===== src/hw/rtl/mmdc_pkg.sv =====
// ---------------------------------------------------------------------------
// mmdc_pkg
// Shared types and constants for the MESI multicore direct-mapped cache.
// ---------------------------------------------------------------------------
package mmdc_pkg;

  localparam int unsigned ADDR_W    = 5;
  localparam int unsigned DATA_W    = 8;
  localparam int unsigned ADDR_SPAN = 2 ** ADDR_W;

  typedef enum logic [1:0] {
    MESI_INVALID   = 2'd0,
    MESI_SHARED    = 2'd1,
    MESI_EXCLUSIVE = 2'd2,
    MESI_MODIFIED  = 2'd3
  } mesi_t;

  typedef enum logic [1:0] {
    ST_IDLE,
    ST_LOOK,
    ST_UPDATE
  } ctrl_state_t;

  typedef struct packed {
    logic              core;
    logic              operation;
    logic [ADDR_W-1:0] address;
    logic [DATA_W-1:0] write_data;
  } req_t;

  typedef struct packed {
    logic              served_core;
    logic              was_write;
    logic [ADDR_W-1:0] line_address;
    logic [DATA_W-1:0] line_data;
    mesi_t             line_state;
  } res_t;

  // Controller to datapath commands
  typedef struct packed {
    logic capture;
    logic look;
    logic update;
  } cmd_t;

endpackage


===== src/hw/rtl/mesi_multicore_direct_mapped_cache.sv =====
// ---------------------------------------------------------------------------
// mesi_multicore_direct_mapped_cache
// MESI-coherent set of per-core direct-mapped one-byte-line caches.
// ---------------------------------------------------------------------------
// Usage:
//   Drive in_req and raise start; the access transfers at the rising edge
//   where start is high and busy is low. Each access names a core, read or
//   write, a byte address and write data.
//   Every access yields exactly one result on out_res, shown for a single
//   cycle with out_strobe high. The receiver cannot stall the result, so
//   nothing holds it; sample it in that cycle.
// Sequence:
//   An access runs through the accept cycle, a lookup cycle (main-memory
//   read of the request address and write-back of a displaced Shared or
//   Modified line on the single memory port) and an update cycle that
//   writes the requester's line and the state of other cores' copies in
//   the set. The result strobe follows in the next cycle, which also
//   accepts the next access; a new access is not taken before then.
// Reset:
//   rst_n low clears all lines to Invalid with zero tag and data, and clears
//   the per-word valid bits of main memory so every word reads as zero.
//   No clearing pass is needed: the block accepts right after reset.
// ---------------------------------------------------------------------------
module mesi_multicore_direct_mapped_cache
  import mmdc_pkg::*;
#(
  parameter int unsigned CORE_CNT     = 2,
  parameter int unsigned CACHE_LINES  = 2,
  parameter int unsigned MEMORY_WORDS = 32
) (
  input  logic clk,
  input  logic rst_n,
  input  logic start,
  output logic busy,
  input  req_t in_req,
  output logic out_strobe,
  output res_t out_res
);

  // Command bundle from the sequencer to the datapath
  cmd_t cmd;

  // Sequence each access: accept, look up and write back, update
  mmdc_ctrl u_ctrl (
    .clk   (clk),
    .rst_n (rst_n),
    .start (start),
    .busy  (busy),
    .cmd   (cmd)
  );

  // Hold the line arrays, main memory and the result register
  mmdc_dp #(
    .CORE_CNT     (CORE_CNT),
    .CACHE_LINES  (CACHE_LINES),
    .MEMORY_WORDS (MEMORY_WORDS)
  ) u_dp (
    .clk        (clk),
    .rst_n      (rst_n),
    .cmd        (cmd),
    .in_req     (in_req),
    .out_strobe (out_strobe),
    .out_res    (out_res)
  );

endmodule


===== src/hw/rtl/mmdc_ctrl.sv =====
// ---------------------------------------------------------------------------
// mmdc_ctrl
// Access sequencer: accept, look up and write back, then update the lines.
// ---------------------------------------------------------------------------
module mmdc_ctrl
  import mmdc_pkg::*;
(
  input  logic clk,
  input  logic rst_n,
  input  logic start,
  output logic busy,
  output cmd_t cmd
);

  ctrl_state_t state_r;
  ctrl_state_t state_nxt;

  always_ff @(posedge clk) begin
    if (!rst_n) begin
      state_r <= ST_IDLE;
    end else begin
      state_r <= state_nxt;
    end
  end

  always_comb begin
    state_nxt   = state_r;
    busy        = 1'b1;
    cmd         = '0;
    unique case (state_r)
      ST_IDLE: begin
        busy = 1'b0;
        if (start) begin
          cmd.capture = 1'b1;
          state_nxt   = ST_LOOK;
        end
      end
      ST_LOOK: begin
        cmd.look  = 1'b1;
        state_nxt = ST_UPDATE;
      end
      ST_UPDATE: begin
        cmd.update = 1'b1;
        state_nxt  = ST_IDLE;
      end
      default: begin
        state_nxt = ST_IDLE;
      end
    endcase
  end

endmodule


===== src/hw/rtl/mmdc_dp.sv =====
// ---------------------------------------------------------------------------
// mmdc_dp
// Request registers, per-core line arrays, shared main memory, result register.
// ---------------------------------------------------------------------------
module mmdc_dp
  import mmdc_pkg::*;
#(
  parameter int unsigned CORE_CNT     = 2,
  parameter int unsigned CACHE_LINES  = 2,
  parameter int unsigned MEMORY_WORDS = 32
) (
  input  logic clk,
  input  logic rst_n,
  input  cmd_t cmd,
  input  req_t in_req,
  output logic out_strobe,
  output res_t out_res
);

  localparam int unsigned CORE_W    = $clog2(CORE_CNT);
  localparam int unsigned SET_W     = (CACHE_LINES > 1) ? $clog2(CACHE_LINES) : 1;
  localparam int unsigned MEM_DEPTH = (MEMORY_WORDS > ADDR_SPAN) ? ADDR_SPAN : MEMORY_WORDS;
  localparam int unsigned MEM_AW    = $clog2(MEM_DEPTH);

  // Constant address reduction and set tables
  logic [ADDR_W-1:0] addr_tbl [ADDR_SPAN];
  logic [SET_W-1:0]  set_tbl  [ADDR_SPAN];

  for (genvar g = 0; g < ADDR_SPAN; g++) begin : g_tbl
    localparam int unsigned RA = g % MEMORY_WORDS;
    localparam int unsigned RS = RA % CACHE_LINES;
    assign addr_tbl[g] = ADDR_W'(RA);
    assign set_tbl[g]  = SET_W'(RS);
  end

  // Request registers
  logic [CORE_W-1:0] core_r;
  logic              wr_r;
  logic [ADDR_W-1:0] addr_r;
  logic [SET_W-1:0]  set_r;
  logic [DATA_W-1:0] wdata_r;

  always_ff @(posedge clk) begin
    if (cmd.capture) begin
      core_r  <= CORE_W'(in_req.core);
      wr_r    <= in_req.operation;
      addr_r  <= addr_tbl[in_req.address];
      set_r   <= set_tbl[in_req.address];
      wdata_r <= in_req.write_data;
    end
  end

  // Line arrays, one row of sets per core
  logic [ADDR_W-1:0] tag_r    [CORE_CNT][CACHE_LINES];
  logic [DATA_W-1:0] val_r    [CORE_CNT][CACHE_LINES];
  mesi_t             mesi_r   [CORE_CNT][CACHE_LINES];
  logic [ADDR_W-1:0] tag_nxt  [CORE_CNT][CACHE_LINES];
  logic [DATA_W-1:0] val_nxt  [CORE_CNT][CACHE_LINES];
  mesi_t             mesi_nxt [CORE_CNT][CACHE_LINES];

  // Requester's line and the other cores' copies in the same set
  logic [ADDR_W-1:0] me_tag;
  logic [DATA_W-1:0] me_val;
  mesi_t             me_mesi;
  logic              me_hit;
  logic              wb_req;
  logic [CORE_CNT-1:0] copy_vec;
  logic [CORE_CNT-1:0] tag_eq_vec;
  logic [DATA_W-1:0] copy_val;

  assign me_tag  = tag_r[core_r][set_r];
  assign me_val  = val_r[core_r][set_r];
  assign me_mesi = mesi_r[core_r][set_r];
  assign me_hit  = (me_tag == addr_r) && (me_mesi != MESI_INVALID);
  assign wb_req  = (me_tag != addr_r) &&
                   ((me_mesi == MESI_MODIFIED) || (me_mesi == MESI_SHARED));

  always_comb begin
    copy_vec   = '0;
    tag_eq_vec = '0;
    copy_val   = '0;
    for (int i = 0; i < CORE_CNT; i++) begin
      if ((CORE_W'(i) != core_r) && (tag_r[i][set_r] == addr_r)) begin
        tag_eq_vec[i] = 1'b1;
        if (mesi_r[i][set_r] != MESI_INVALID) begin
          copy_vec[i] = 1'b1;
          // highest-numbered copy supplies the data
          copy_val    = val_r[i][set_r];
        end
      end
    end
  end

  // Main memory with per-word valid bits; an unwritten word reads as zero
  logic [DATA_W-1:0]    mem [MEM_DEPTH];
  logic [MEM_DEPTH-1:0] mem_vld_r;
  logic [DATA_W-1:0]    rd_data_r;
  logic                 rd_vld_r;
  logic [MEM_AW-1:0]    rd_idx;
  logic [MEM_AW-1:0]    wb_idx;
  logic [DATA_W-1:0]    mem_byte;

  assign rd_idx   = addr_r[MEM_AW-1:0];
  assign wb_idx   = me_tag[MEM_AW-1:0];
  assign mem_byte = rd_vld_r ? rd_data_r : '0;

  always_ff @(posedge clk) begin
    if (cmd.look) begin
      rd_data_r <= mem[rd_idx];
      rd_vld_r  <= mem_vld_r[rd_idx];
      if (wb_req) begin
        mem[wb_idx] <= me_val;
      end
    end
  end

  always_ff @(posedge clk) begin
    if (!rst_n) begin
      mem_vld_r <= '0;
    end else if (cmd.look && wb_req) begin
      mem_vld_r[wb_idx] <= 1'b1;
    end
  end

  // Final state of the requester's line
  logic [ADDR_W-1:0] new_tag;
  logic [DATA_W-1:0] new_val;
  mesi_t             new_mesi;

  always_comb begin
    priority if (wr_r) begin
      new_tag  = addr_r;
      new_val  = wdata_r;
      new_mesi = MESI_MODIFIED;
    end else if (!me_hit) begin
      new_tag = addr_r;
      if (|copy_vec) begin
        new_val  = copy_val;
        new_mesi = MESI_SHARED;
      end else begin
        new_val  = mem_byte;
        new_mesi = MESI_EXCLUSIVE;
      end
    end else begin
      // read hit: hold the line
      new_tag  = me_tag;
      new_val  = me_val;
      new_mesi = me_mesi;
    end
  end

  always_comb begin
    tag_nxt  = tag_r;
    val_nxt  = val_r;
    mesi_nxt = mesi_r;
    if (cmd.update) begin
      for (int i = 0; i < CORE_CNT; i++) begin
        if (CORE_W'(i) == core_r) begin
          tag_nxt[i][set_r]  = new_tag;
          val_nxt[i][set_r]  = new_val;
          mesi_nxt[i][set_r] = new_mesi;
        end else if (wr_r && tag_eq_vec[i]) begin
          mesi_nxt[i][set_r] = MESI_INVALID;
        end else if (!wr_r && !me_hit && copy_vec[i]) begin
          mesi_nxt[i][set_r] = MESI_SHARED;
        end
      end
    end
  end

  always_ff @(posedge clk) begin
    if (!rst_n) begin
      for (int i = 0; i < CORE_CNT; i++) begin
        for (int s = 0; s < CACHE_LINES; s++) begin
          tag_r[i][s]  <= '0;
          val_r[i][s]  <= '0;
          mesi_r[i][s] <= MESI_INVALID;
        end
      end
    end else begin
      tag_r  <= tag_nxt;
      val_r  <= val_nxt;
      mesi_r <= mesi_nxt;
    end
  end

  // Result register
  logic out_strobe_r;
  res_t res_r;

  always_ff @(posedge clk) begin
    if (!rst_n) begin
      out_strobe_r <= 1'b0;
    end else begin
      out_strobe_r <= cmd.update;
    end
  end

  always_ff @(posedge clk) begin
    if (cmd.update) begin
      res_r.served_core  <= core_r[0];
      res_r.was_write    <= wr_r;
      res_r.line_address <= new_tag;
      res_r.line_data    <= new_val;
      res_r.line_state   <= new_mesi;
    end
  end

  assign out_strobe = out_strobe_r;
  assign out_res    = res_r;

endmodule


===== config.mk =====
export PLATFORM = sky130hd
export DESIGN_NAME = mesi_multicore_direct_mapped_cache
export DESIGN_NICKNAME = d
export VERILOG_FILES = /design/src/hw/rtl/mmdc_pkg.sv /design/src/hw/rtl/mesi_multicore_direct_mapped_cache.sv /design/src/hw/rtl/mmdc_ctrl.sv /design/src/hw/rtl/mmdc_dp.sv
export SDC_FILE = /design/constraint.sdc
export NUM_CORES = 1
export LEC_CHECK = 0
export BUFFER_PORTS_ARGS = -buffer_cell sky130_fd_sc_hd__buf_2
export CORE_MARGIN = 5
export CORE_UTILIZATION = 59
export DETAILED_ROUTE_END_ITERATION = 16
export GPL_TIMING_DRIVEN = 0
export PLACE_DENSITY = 0.73
export SYNTH_ARGS = -nofsm -noshare
export SYNTH_HDL_FRONTEND = slang
export SYNTH_SLANG_ARGS = --single-unit

===== constraint.sdc =====
create_clock -name clk -period 6.8 [get_ports clk]
set_input_delay 0.34 -clock clk [delete_from_list [all_inputs] [get_ports clk]]
set_output_delay 0.34 -clock clk [all_outputs]
set_load 0.02 [all_outputs]

## Word-level counts from Yosys, hierarchy flattened

Memory sizes are Yosys's and may differ from the RTL's. A register that Yosys moved wholly into a read port is not among the register bits.
Cells that the tools add are included.

| word-level totals | value |
|---|---|
| bits in registers | 123 |
| bits in latches | 0 |
| RAM bits | 256 |
| ROM bits | 192 |
| input port bits | 18 |
| output and inout bits | 19 |
| word-level logic and storage cells | 168 |
| memories | 3 |

| cells by class | value |
|---|---|
| $add $sub $neg | 0 |
| $mul | 0 |
| div/mod/pow operators | 0 |
| magnitude comparators | 6 |
| equality and inequality tests | 10 |
| shift operators | 0 |
| multiplexer cells | 87 |
| bitwise operators | 13 |
| reductions and logical operators | 25 |

Memory list:

| memory | words | bits a word | rd ports | clocked after memory_dff | wr ports | RTL line | text |
|---|---|---|---|---|---|---|---|
| u_dp.mem | 32 | 8 | 1 | 1 | 1 | mmdc_dp.sv:95 | `logic [DATA_W-1:0] mem [MEM_DEPTH];` |
| (no name shown) | 32 | 5 | 1 | 1 | 0 | mmdc_dp.sv:47 | `addr_r <= addr_tbl[in_req.address];` |
| (no name shown) | 32 | 1 | 1 | 1 | 0 | mmdc_dp.sv:48 | `set_r <= set_tbl[in_req.address];` |

Operator list:

| kind | number |
|---|---|
| 8-bit two-way mux | 18 |
| 5-bit two-way mux | 12 |
| 16-bit two-way mux | 3 |
| 4-bit two-way mux | 9 |
| 16-bit bitwise mux | 2 |
| 32-bit bitwise OR | 1 |
| 10-bit two-way mux | 3 |
| 2-bit two-way mux | 14 |
| 10-bit bitwise mux | 2 |
| 1-bit two-way mux | 16 |
| 5-bit equality test | 3 |
| 1-bit logical AND | 12 |
| 5-bit by 6-bit less-than comparator with 1-bit output (second input constant) | 2 |
| 4-bit bitwise AND | 2 |
| 4-bit bitwise mux | 2 |
| 8-bit demux with 1-bit select | 1 |
| 2-bit AND reduction | 4 |
| 5-bit inverter with 6-bit output | 1 |
| 2-bit nonzero test | 3 |
| 1-bit binary-select mux with 5-bit select | 1 |
| 1-bit demux with 5-bit select | 1 |
| 5-bit demux with 1-bit select | 1 |
| 5-bit by 1-bit greater-or-equal comparator with 1-bit output (second input constant) | 1 |
| 5-bit inequality test | 1 |
| other kinds (19) | 26 |

## Depth between registers and ports, before layout

| logic depth | value |
|---|---|
| depth after elaboration | 15 |
| depth in mapped cells | 10 |
| depth with buffers taken out | 7 |

## Modules after synthesis

Synthesis repeated with hierarchy kept, for this count alone.

| unflattened totals | value |
|---|---|
| cell total of the unflattened synthesis | 973 |
| area, all modules | 15907.8 µm² |

Modules (own cells, without submodules):

| module | instances | cells an instance | area an instance (µm²) | sequential area each (µm²) |
|---|---|---|---|---|
| mmdc_dp | 1 | 964 | 15806.4 | 10780.3 |
| mmdc_ctrl | 1 | 9 | 101.3 | 40.0 |

## Least setup slack after synthesis

OpenSTA, ideal clock, no wires.

| timing path | value |
|---|---|
| kind | register -> register |
| from | register u_dp.addr_r[0] |
| to | memory u_dp.mem[22][0], enable pin |
| setup time | 0.386 ns |
| data arrival time | 2.329 ns |
| required time | 6.414 ns |
| setup slack | 4.085 ns |
| cell stages (with the launch flop) | 8 |
| path buffers | 1 |
| clock period less this slack | 2.715 ns |
| path through | edfxtp_1 -> buf_6 -> mux4_2 -> xnor2_2 -> o2111ai_2 -> o211a_1 -> nand2_1 -> nor3_1 |

| between the ends | value |
|---|---|
| cells in the longest elaborated chain, start to end | 5 |

RTL lines:

| item | RTL line | text |
|---|---|---|
| start, declared | mmdc_dp.sv:39 | `logic [ADDR_W-1:0] addr_r;` |
| 5-bit inequality test | mmdc_dp.sv:75 | `assign wb_req = (me_tag != addr_r) &&` |
| 1-bit logical AND | mmdc_dp.sv:75 |  |
| 1-bit two-way mux | mmdc_dp.sv:111 | `if (wb_req) begin` |
| 1-bit two-way mux | mmdc_dp.sv:108 | `if (cmd.look) begin` |
| 1-bit two-way mux (not written as such) | mmdc_dp.sv:112 | `mem[wb_idx] <= me_val;` |
| end, declared | mmdc_dp.sv:95 |  |

No other way between the ends.

## Worst setup path in the final report

| timing path | value |
|---|---|
| from | register u_dp.core_r |
| to | memory u_dp.mem[4][3], enable pin |

| between the ends | value |
|---|---|
| cells in the longest elaborated chain, start to end | 13 |
| elaborated cells between the ends (all ways) | 21 |
| those cells by class | 3 x eq/ne; 15 x mux; 1 x bitwise; 2 x reduce/logical |

RTL lines:

| item | RTL line | text |
|---|---|---|
| start, declared | mmdc_dp.sv:37 | `logic [CORE_W-1:0] core_r;` |
| start signal, assigned | mmdc_dp.sv:45 | `core_r <= CORE_W'(in_req.core);` |
| 1-bit inverter with 2-bit output (not written as such) * | mmdc_dp.sv:71, mmdc_dp.sv:73 |  |
| 4-bit two-way mux (not written as such) (3 in series) | mmdc_dp.sv:73 | `assign me_mesi = mesi_r[core_r][set_r];` |
| 2-bit two-way mux (not written as such) (3 in series) | mmdc_dp.sv:73 |  |
| 2-bit equality test / 2-bit by 1-bit equality test with 1-bit output (equally long branches) | mmdc_dp.sv:76 | `((me_mesi == MESI_MODIFIED) \|\| (me_mesi == MESI_SHARED));` |
| 1-bit logical OR | mmdc_dp.sv:76 |  |
| 1-bit logical AND | mmdc_dp.sv:75 |  |
| 1-bit two-way mux | mmdc_dp.sv:111 |  |
| 1-bit two-way mux | mmdc_dp.sv:108 |  |
| 1-bit two-way mux (not written as such) | mmdc_dp.sv:112 |  |

Mark *: on every way between the ends. The rest lies on a longest branch, timed or not. The select of a mux whose other input is x is not followed.

==> results by group <==
Finish
  • Layout Cells excl Fill: ~1400
  • Area Overhead vs Synth: 12.90%
  • N_diodes: 0
  • Fraction of layout cells with a size suffix above 1: a little under a quarter
  • NumNets Final: between 1000 and 1500

Synth
  • Number of synthesized flops with an enable pin: just under 300
  • Synth Net Count: 984
  • Synth area leader: edfxtp_1
  • Prevailing post-synth register cell: edfxtp_1
  • Async S/R FF share, synth: 0%
  • Post-Syn Area: 15900 um^2
  • Seq cells post-synth: between 300 and 400
  • Cell variety after synth: 52
  • Top cells by count, synth: 297 x edfxtp_1, 104 x mux4_2, 100 x nand2_1
  • Sequential area share after synthesis: 68.05%
  • Most numerous cell in the Yosys netlist: edfxtp_1
  • Ys Warns: 0
  • Syn Inst Count: approximately 970
  • Top post-synthesis cells by area: edfxtp_1 56%, mux4_2 15%, dfxtp_1 12%, nand2_1 2.4%, mux2i_1 1.6%
  • Syn_area_per_cell: around 16 um^2
  • Top cell type's share of synthesized area: ~56%

Placed design
  • Dpl ws: 3090 ps
  • Final HPWL DP: around 24 mm
  • Port bufs: 35
  • RePlAce Congestion: 0.8975
  • Placed Instances: ~1300

Setup path
  • CP arrival: 3490 ps
  • Critical path peak fanout: 10
  • Worst Path Class, Setup: register to register
  • CP Launch Type: register
  • Worst EP required: around 7000 ps
  • CP Capture Type: register
  • R2R cell count: 6
  • Origin of the critical flop-to-flop path: u_dp.core_r
  • Crit path launch: u_dp.core_r

Routing
  • Iter 0 DRT Violations: about 1100
  • WL/cell: roughly 26 um
  • Drt first pass iters: 7
  • Drt total wl: 37.81 mm
  • Post-DR vias/cell: 6.433
  • Remaining DRCs: 0
  • Via Count: 9231
  • Antenna-violating nets left: 0

Clocking
  • Setup Buffers After CTS: 0
  • Clk_lat worst skew: roughly 530 ps
  • CTS H-tree depth: 2
  • Bufs on Longest Clock Path: 3
  • TritonCTS Buffers: 40
  • Clock transition at the registers of the reported paths: approximately 60 ps
  • Clock sink total: 392
  • Root Buffer: clkbuf_16
  • CTS tree: built

Global route
  • First-pass GRT wire length: 57.35 mm
  • GRT Total Usage: ~25%
  • Initial antenna violation count: 0
  • Largest net degree at the start of global routing: 34
  • Number of global-route vias before repair: approximately 9300
  • Remaining Overflow, GRT: 0

Timing
  • Worst slew pin tran: between 1000 and 1500 ps
  • Setup Viol. Count Final: 0
  • Final min period: about 3300 ps
  • Worst Slack Setup Final: between 3000 and 4000 ps
  • Final slew viol count: 0
  • RSZ-0062 raised after global routing: no
  • Endpoints failing hold: 0
  • Tcrit/Tclk final: ~49%
  • Rel. slew slack: a little under a third
  • Worst clock skew: around 15 ps
  • TNS Setup: 0 ps
  • Fmax: approximately 300 MHz

Worst hold path
  • Hold/Removal Path Class: primary input to register
  • HP Start: start
  • Min-Delay Path Depth: 3

Pwr
  • NetSw: 1.042 mW
  • Clock Power Share: between 40% and 50%
  • Pwr per Cell Area: about 270 nW/um^2
  • Sequential power share: 52.9%
  • Pint: between 3 and 4 mW
  • Static Leak: roughly 5.6 nW
  • Sw frac: about a fifth
  • Logic gate share of total power: 5.3%
  • Peak VDD IR: between 200 and 250 uV
  • Pwr Total: 4.881 mW

Run
  • Max_cap viols: 0

Floorplanning
  • Floorplan row count: 60
  • Ports: 37
  • Chip Width: 174.2 um
  • Initial Util: around 59%
  • Die Height: 174.2 um
  • DIE AREA: a little over 30000 um^2
  • Placeable Area: 26730 um^2

Outcome
  • Status: finished, final reports clean
-- metal layers --
metal / up-vias / wire (um) / global-route usage [%]
met2: 418 / 18230 / 40.45
met1: 4726 / 15180 / 34.94
met5: - / 0 / 0
met3: 75 / 3177 / 5.437
li1: 4012 / - / -
met4: 0 / 1227 / 8.182
-- power by group through the flow --
stage / clock network [mW] / logic, mW / registers [mW]
floorplan: 0 / 0.167 / 2.64
global placement: 0 / 0.246 / 2.63
detailed placement: 0 / 0.252 / 2.63
CTS: 2.06 / 0.260 / 2.58
global route: 2.17 / 0.278 / 2.58
finish: 2.04 / 0.261 / 2.58
-- metrics by stage --
stage / util [%] / area (um^2) / hold WS (ps)
floorplan: - / 15900 / 420.6
global placement: 61.75 / 16500 / 434.6
detailed placement: 62.00 / 16570 / 436.6
CTS: 67.08 / 17930 / 75.91
global route: 67.17 / 17950 / 93.90
finish: 67.17 / 17950 / 91.44
-- path summary, 6_finish.rpt --
kind                        to  slack [ps]
max             u_dp.mem[4][3]        3460
min reg2reg   u_dp.out_res[16]         460
min          u_ctrl.state_r[0]          90
max reg2reg     u_dp.mem[4][3]        3460
-- placed cells by master (no fill, tap or decap), types with 21 or more instances in the layout --
cell type / count
mux4_2: 104
buf_2: 55
a21oi_1: 21
clkbuf_16: 41
clkbuf_1: 51
a31oi_1: 32
nor2_1: 46
o21a_1: 32
o21ai_0: 32
mux2i_1: 25
edfxtp_1: 297
dfxtp_1: 95
nand2_1: 100
-- flip-flops by register name (all words and copies together), names as in the netlist, named ones only --
register         flops
u_dp.core_r          1
u_dp.val_r          32
u_dp.out_res        17
u_dp.rd_vld_r        1
u_dp.mesi_r          4
u_dp.mem_vld_r      32
u_dp.tag_r          20
u_dp.rd_data_r       8
u_dp.out_strobe      1
u_dp.mem           256
u_dp.wr_r            1
u_dp.addr_r          5
u_ctrl.state_r       2
u_dp.wdata_r         8
-- worst max-delay path, cell delays in order (launching register included) --
cell	delay, ps
edfxtp_1	340
buf_2	280
buf_1	620
mux4_2	440
o2111a_1	290
nand2_1	190
nor2_1	790
-- cell type report --
type,count,area (um^2)
plain buffers,68,322.8
clock buffers,56,1092
clock inverters,18,113.9
fillers,1774,8773
inverters,8,30.03
multi-input cells,498,4768
flip-flops and latches,392,10820
well taps,341,426.7
repair buffers,54,377.9
-- kinds of logic (layout without fill, tap and decap cells) --
| family | Yosys count | count (layout) | synth area share, % |
|---|---|---|---|
| AOI/OAI and AO/OA | 156 | 156 | 7.168 |
| xor gates and xnor gates | 12 | 12 | 0.8026 |
| buffers and inverters | 76 | 204 | 2.219 |
| DFF | 392 | 392 | 68.05 |
| muxes | 129 | 129 | 16.30 |
| and+or+nand+nor | 201 | 201 | 5.461 |
-- repair_timing --
action                                 CTS  global route
endpoints found under the hold margin   15             0
resized for setup                        0             0
hold buffers                            15             0
No activity file was read; power rests on OpenSTA's default activity.
